[config.mk]
export PLATFORM = sky130hd
export DESIGN_NAME = mtg_cmd_fifo
export DESIGN_NICKNAME = d
export VERILOG_FILES = /design/src/design/mtg_pkg.sv /design/src/design/mtg_cmd_fifo.sv
export SDC_FILE = /design/constraint.sdc
export NUM_CORES = 1
export LEC_CHECK = 0
export CAP_MARGIN = 30
export CORE_AREA = 2 2 39 41
export DETAILED_ROUTE_END_ITERATION = 10
export DIE_AREA = 0 0 41 43
export DONT_BUFFER_PORTS = 1
export PLACE_DENSITY_LB_ADDON = 0.1
export SLEW_MARGIN = 20
export SYNTH_ARGS = -nofsm -noshare
export SYNTH_HDL_FRONTEND = slang
export SYNTH_SLANG_ARGS = --single-unit
[constraint.sdc]
create_clock -name i_clk -period 3.41 [get_ports i_clk]
set_clock_uncertainty 0.05 [all_clocks]
set_input_delay 0.682 -clock i_clk [delete_from_list [all_inputs] [get_ports i_clk]]
set_output_delay 0.682 -clock i_clk [all_outputs]
set_load 0.05 [all_outputs]
[src/design/mtg_pkg.sv]
// ----------------------------------------------------------------------------
// mtg_pkg
// Shared types, constants and the tempering function of the MT19937 generator.
// ----------------------------------------------------------------------------
`default_nettype none

package mtg_pkg;

    localparam int unsigned N_WORDS     = 624;
    localparam int unsigned M_OFFSET    = 397;
    localparam int unsigned IDX_W       = 10;
    localparam int unsigned CMD_DEPTH   = 2;

    localparam logic [31:0] INIT_MUL    = 32'd1812433253;
    localparam logic [31:0] MATRIX_A    = 32'h9908_b0df;
    localparam logic [31:0] UPPER_MASK  = 32'h8000_0000;
    localparam logic [31:0] LOWER_MASK  = 32'h7fff_ffff;
    localparam logic [31:0] TEMPER_B    = 32'd2636928640;
    localparam logic [31:0] TEMPER_C    = 32'd4022730752;

    typedef struct packed {
        logic need_fill;
    } t_cmd;

    typedef enum logic [2:0] {
        B_IDLE,
        B_SEED,
        B_MUL,
        B_ADD,
        B_READ,
        B_EXEC
    } t_back_state;

    function automatic logic [31:0] temper(input logic [31:0] w_in);
        logic [31:0] w;
        w = w_in;
        w = w ^ (w >> 11);
        w = w ^ ((w << 7) & TEMPER_B);
        w = w ^ ((w << 15) & TEMPER_C);
        w = w ^ (w >> 18);
        return w;
    endfunction

endpackage

`default_nettype wire

[src/design/mtg_cmd_fifo.sv]
// ----------------------------------------------------------------------------
// mtg_cmd_fifo
// Short command queue between the request front and the generator back.
// ----------------------------------------------------------------------------
`default_nettype none

module mtg_cmd_fifo #(
    parameter int unsigned DEPTH = mtg_pkg::CMD_DEPTH
) (
    input  wire           i_clk,
    input  wire           i_rst_n,
    input  wire           i_push,
    input  mtg_pkg::t_cmd i_cmd,
    input  wire           i_pop,
    output logic          o_full,
    output logic          o_empty,
    output mtg_pkg::t_cmd o_cmd
);

    localparam int unsigned PW = (DEPTH > 1) ? $clog2(DEPTH) : 1;
    localparam int unsigned CW = $clog2(DEPTH + 1);

    mtg_pkg::t_cmd r_store [0:DEPTH-1];
    logic [PW-1:0] r_wr_ptr;
    logic [PW-1:0] r_rd_ptr;
    logic [CW-1:0] r_count;
    logic [PW-1:0] n_wr_ptr;
    logic [PW-1:0] n_rd_ptr;
    logic [CW-1:0] n_count;
    logic          push_fire;
    logic          pop_fire;

    assign o_full    = (r_count == CW'(DEPTH));
    assign o_empty   = (r_count == '0);
    assign o_cmd     = r_store[r_rd_ptr];
    assign push_fire = i_push & ~o_full;
    assign pop_fire  = i_pop & ~o_empty;

    always_comb begin
        n_wr_ptr = r_wr_ptr;
        n_rd_ptr = r_rd_ptr;
        n_count  = r_count;
        if (push_fire) begin
            n_wr_ptr = (r_wr_ptr == PW'(DEPTH - 1)) ? '0 : r_wr_ptr + 1'b1;
        end
        if (pop_fire) begin
            n_rd_ptr = (r_rd_ptr == PW'(DEPTH - 1)) ? '0 : r_rd_ptr + 1'b1;
        end
        if (push_fire && !pop_fire) begin
            n_count = r_count + 1'b1;
        end else if (pop_fire && !push_fire) begin
            n_count = r_count - 1'b1;
        end
    end

    always_ff @(posedge i_clk) begin
        if (!i_rst_n) begin
            r_wr_ptr <= '0;
            r_rd_ptr <= '0;
            r_count  <= '0;
        end else begin
            r_wr_ptr <= n_wr_ptr;
            r_rd_ptr <= n_rd_ptr;
            r_count  <= n_count;
        end
    end

    always_ff @(posedge i_clk) begin
        if (push_fire) begin
            r_store[r_wr_ptr] <= i_cmd;
        end
    end

endmodule

`default_nettype wire

# Word level (Yosys, flattened, before mapping)
# Memories as Yosys holds them, arrays and structs flattened. A register that Yosys moved wholly into a read port is not among the register bits.
# Index checks and enable logic that the tools add are counted.
dict set report classes {
  n_reduce_logical 6
  add_sub_neg 4
  eq_ne 1
  n_mux 8
  bitwise_logic 4
}
# operator count
set op_table {}
lappend op_table {{2-to-1 mux 1 bit} 6}
lappend op_table {{2-to-1 mux 2 bit} 2}
lappend op_table {{adder 1 bit (second input constant)} 2}
lappend op_table {{adder 2 x 1 -> 2 bit (second input constant)} 1}
lappend op_table {{bitwise AND 1 bit} 2}
lappend op_table {{== test 2 bit (second input constant)} 1}
lappend op_table {{logical AND 1 bit} 2}
lappend op_table {{logical NOT 1 bit} 2}
lappend op_table {{logical NOT 2 bit} 1}
lappend op_table {{NOT 1 bit} 2}
lappend op_table {{nonzero test 2 bit} 1}
lappend op_table {{subtractor 2 x 1 -> 2 bit (second input constant)} 1}
dict set report totals {
  ram_bits 2
  out_inout_bits 3
  inputBits 5
  elab_cells 27
  regBits 4
  mem_count 1
}
# memory depth word_bits rd rd_ports_with_merged_regs wr line
set memory_table {}
lappend memory_table {r_store 2 1 1 1 1 mtg_cmd_fifo.sv:23} ;# mtg_pkg::t_cmd r_store [0:DEPTH-1];

# Longest topological paths before layout
dict set report depth {
  depth_word 7
  depth_mapped 7
  depth_no_buf 7
}

# Least setup slack after synthesis
# No wires, ideal clock.
dict set report synth_path {
  path_kind {reg-to-output}
  start {register r_count[0]}
  end {output port o_empty}
  path_buffers 0
  stages_incl_launch_ff 2
  arrival_time_ps 988
  slack_ps 1690
  t_required_ps 2678
  path_cell_list {dfxtp_1 > nor2_1}
}
dict set report synth_between {
  elab_chain_len 1
}
# element line
set synth_lines {}
lappend synth_lines {{start: declaration} mtg_cmd_fifo.sv:26} ;# logic [CW-1:0] r_count;
lappend synth_lines {{start signal: assignment} mtg_cmd_fifo.sv:64} ;# r_count <= n_count;
lappend synth_lines {{logical NOT 2 bit} mtg_cmd_fifo.sv:34} ;# assign o_empty = (r_count == '0);
lappend synth_lines {{end: declaration} mtg_cmd_fifo.sv:16} ;# output logic o_empty,
# No other way between the ends.

# Worst setup path after layout
# Ends and elaborated chain as after synthesis.

==> impl_metrics.py <==
metrics = {
    "timing": {
        "worstMarginPinSlew_ns": 0.878,
        "final_hold_viol_count": 0,
        "slew_headroom_pct": 41.3,
        "final.setup.tns_ns": 0,
        "finalCriticalPeriod_ns": 2.02,
        "min_period_over_period_pct": 59.3,
        "fmax_mhz": 494,
        "rsz0062_at_grt": "no",
        "final-max-slew-violation-count": 0,
        "setup_viol": 0,
        "layout_setup_ws_ns": 1.39,
    },
    "synth": {
        "synthCells": 28,
        "synth_top_area_share_pct": 32.8,
        "synth_edf_count": 2,
        "synthTopCellsByCount": "5 x dfxtp_1, 3 x and2_1, 2 x edfxtp_1, 2 x nor2_1, 2 x xnor2_1",
        "synth_area_per_cell_um2": 10.9,
        "synth_top_cell_by_area": "dfxtp_1",
        "synth_nets": 34,
        "ys_warn_count": 0,
        "yosysUniqueCellTypes": 19,
        "ys.flop_type": "dfxtp_1",
        "syn_area_um2": 305,
        "synth_async_sr_flop_share_pct": 0,
        "yosysMostFrequentCell": "dfxtp_1",
        "synth.area.top_cells": "dfxtp_1 33%, edfxtp_1 20%, and2_1 6.1%, xnor2_1 5.7%, ha_1 4.1%",
        "ys_seq_area_share_pct": 52.5,
        "ys_ff_latch": 7,
    },
    "power": {
        "peakVddDrop_mv": 0.193,
        "pwr_density_cell_nw_per_um2": 1030,
        "power_uw": 363,
        "p_leak_uw": 0.000139,
    },
    "detailed_routing": {
        "vias_per_cell": 4.44,
        "vias": 213,
        "drtPass1Iterations": 1,
        "wirelength_um": 515,
        "drt_iter0_markers": 0,
        "wl_per_cell_um": 10.7,
        "drc": 0,
        "ant_nets": 0,
    },
    "setup_path": {
        "reg2reg_depth": 6,
        "rr_endpoint": "r_count[1]",
        "critPathSlowestCell": "nor2_1",
        "reg2reg_from": "r_count[0]",
        "crit_path_end_kind": "output pin",
        "start_kind": "flop",
        "cp.required_ns": 2.68,
        "cp.depth": 1,
        "rrSetupSlack_ns": 1.60,
        "path_buf_inv": 0,
        "critical_path.max_stage_delay_ns": 0.68,
        "path_class": "flop to output pin",
        "path_max_fanout": 5,
        "crit_chain": "nor2_1",
        "cp_top_family": "simple AND/OR/NAND/NOR gates",
        "crit_arrival_ns": 1.29,
    },
    "final_layout": {
        "fillers": 157,
        "diodes": 0,
        "final_cell_count_no_fill": 48,
        "drive_above_1_share_pct": 18.8,
        "nets": 39,
        "syn_to_final_growth_pct": 15.2,
    },
    "clock_network": {
        "clockBufferDepth": 2,
        "cts_hold_buf": 0,
        "post_cts_buffers": 0,
        "clk_latency_ns": 0.25,
        "clk_transition_reported_paths_ns": 0.05,
        "cts_sinks": 7,
        "root_buffer": "clkbuf_4",
        "htree_num_levels": 1,
        "cts.repair.resized": 0,
        "numCtsBuffers": 3,
        "cts_tree": "done",
    },
    "placed_design": {
        "routabilityCongestion": 0.694,
        "io_buffers": 0,
        "post-place-ws_ns": 1.60,
        "placed_cells": 44,
    },
    "floorplanning": {
        "die-width_um": 41,
        "die_height_um": 43,
        "ios": 8,
        "design.core.area_um2": 1380,
        "rows": 14,
        "dieArea_um2": 1760,
        "initial_core_util_pct": 22.1,
    },
    "grt": {
        "met1_usage_pct": 6.21,
        "grt_pass1_vias": 197,
        "grt_pass1_wl_um": 821,
        "grt_overflow_total": 0,
        "grt_busiest_layer": "met4",
        "grt_usage_pct": 8.17,
        "grt_max_degree": 6,
        "grt_util_met3_pct": 5.24,
        "use_met2_pct": 10.6,
        "antenna_found_initial": 0,
    },
    "hold_path": {
        "hold_path.class": "input port to flop",
        "min_path_cells": 0,
        "hold_end": "r_store[1]",
        "holdCritStartpoint": "i_cmd",
    },
    "status": {
        "outcome": "completed",
    },
    "run": {
        "maxCapViolations": 0,
    },
}
[how the worst max path moves through the flow]
stage               start          to  slack [ns]
4_1_cts        r_count[0]     o_empty        1.37
3_5_place_dp   r_count[0]  r_count[1]        1.60
5_1_grt        r_count[0]     o_empty        1.35
6_report       r_count[0]     o_empty        1.39
3_3_place_gp   r_count[0]  r_count[1]        1.65
2_1_floorplan  r_count[0]     o_empty        1.69
[cell type report]
| cell class | count | area [µm²] | share of cell area (%) |
|---|---|---|---|
| sequential | 7 | 160 | 45.6 |
| multi-input combinational | 19 | 138 | 39.1 |
| clock buffer | 4 | 26.3 | 7.47 |
| tap | 16 | 20.0 | 5.69 |
| inverter | 2 | 7.51 | 2.14 |
[through the flow]
stage / hold WS (ns) / area (µm²) / util [%]
floorplan: 0.433 / 305 / -
global route: 0.458 / 352 / 25.4
global placement: 0.447 / 325 / 23.5
detailed placement: 0.473 / 325 / 23.5
CTS: 0.462 / 352 / 25.4
finish: 0.470 / 352 / 25.4
[layer usage]
metal | vias up | wire length, µm
li1 | 104 | -
met3 | 5 | 41
met2 | 6 | 251
met5 | - | 0
met1 | 98 | 191
met4 | 0 | 31
[cells by family after synthesis]
family / Yosys count / share of synthesized area, %
AO/OA/AOI/OAI: 5 / 10.7
adder cells (fa/ha/maj): 1 / 4.10
buffers and inverters: 2 / 2.46
flip-flops: 7 / 52.5
multiplexers: 1 / 3.69
XOR/XNOR: 3 / 8.61
AND/OR/NAND/NOR: 9 / 18.0
[cell usage in the layout, fill, tap and decap left out, drive strengths merged]
cell	synthesis	final
edfxtp	2	2
nor3	1	1
nand2b	1	1
o21a	1	1
inv	2	2
and3	1	1
clkbuf	0	4
nor2	2	2
o21ai	2	2
a21boi	2	2
xor2	1	1
or3	1	1
xnor2	2	2
mux2	1	1
ha	1	1
and2	3	3
dfxtp	5	5
[power by group]
group / total, µW / internal, µW / switching (µW)
sequential: 130 / 111 / 18.9
clock: 77.0 / 44.8 / 32.2
combinational: 156 / 50.8 / 105
Note: power is estimated with default switching activity, not from simulation.
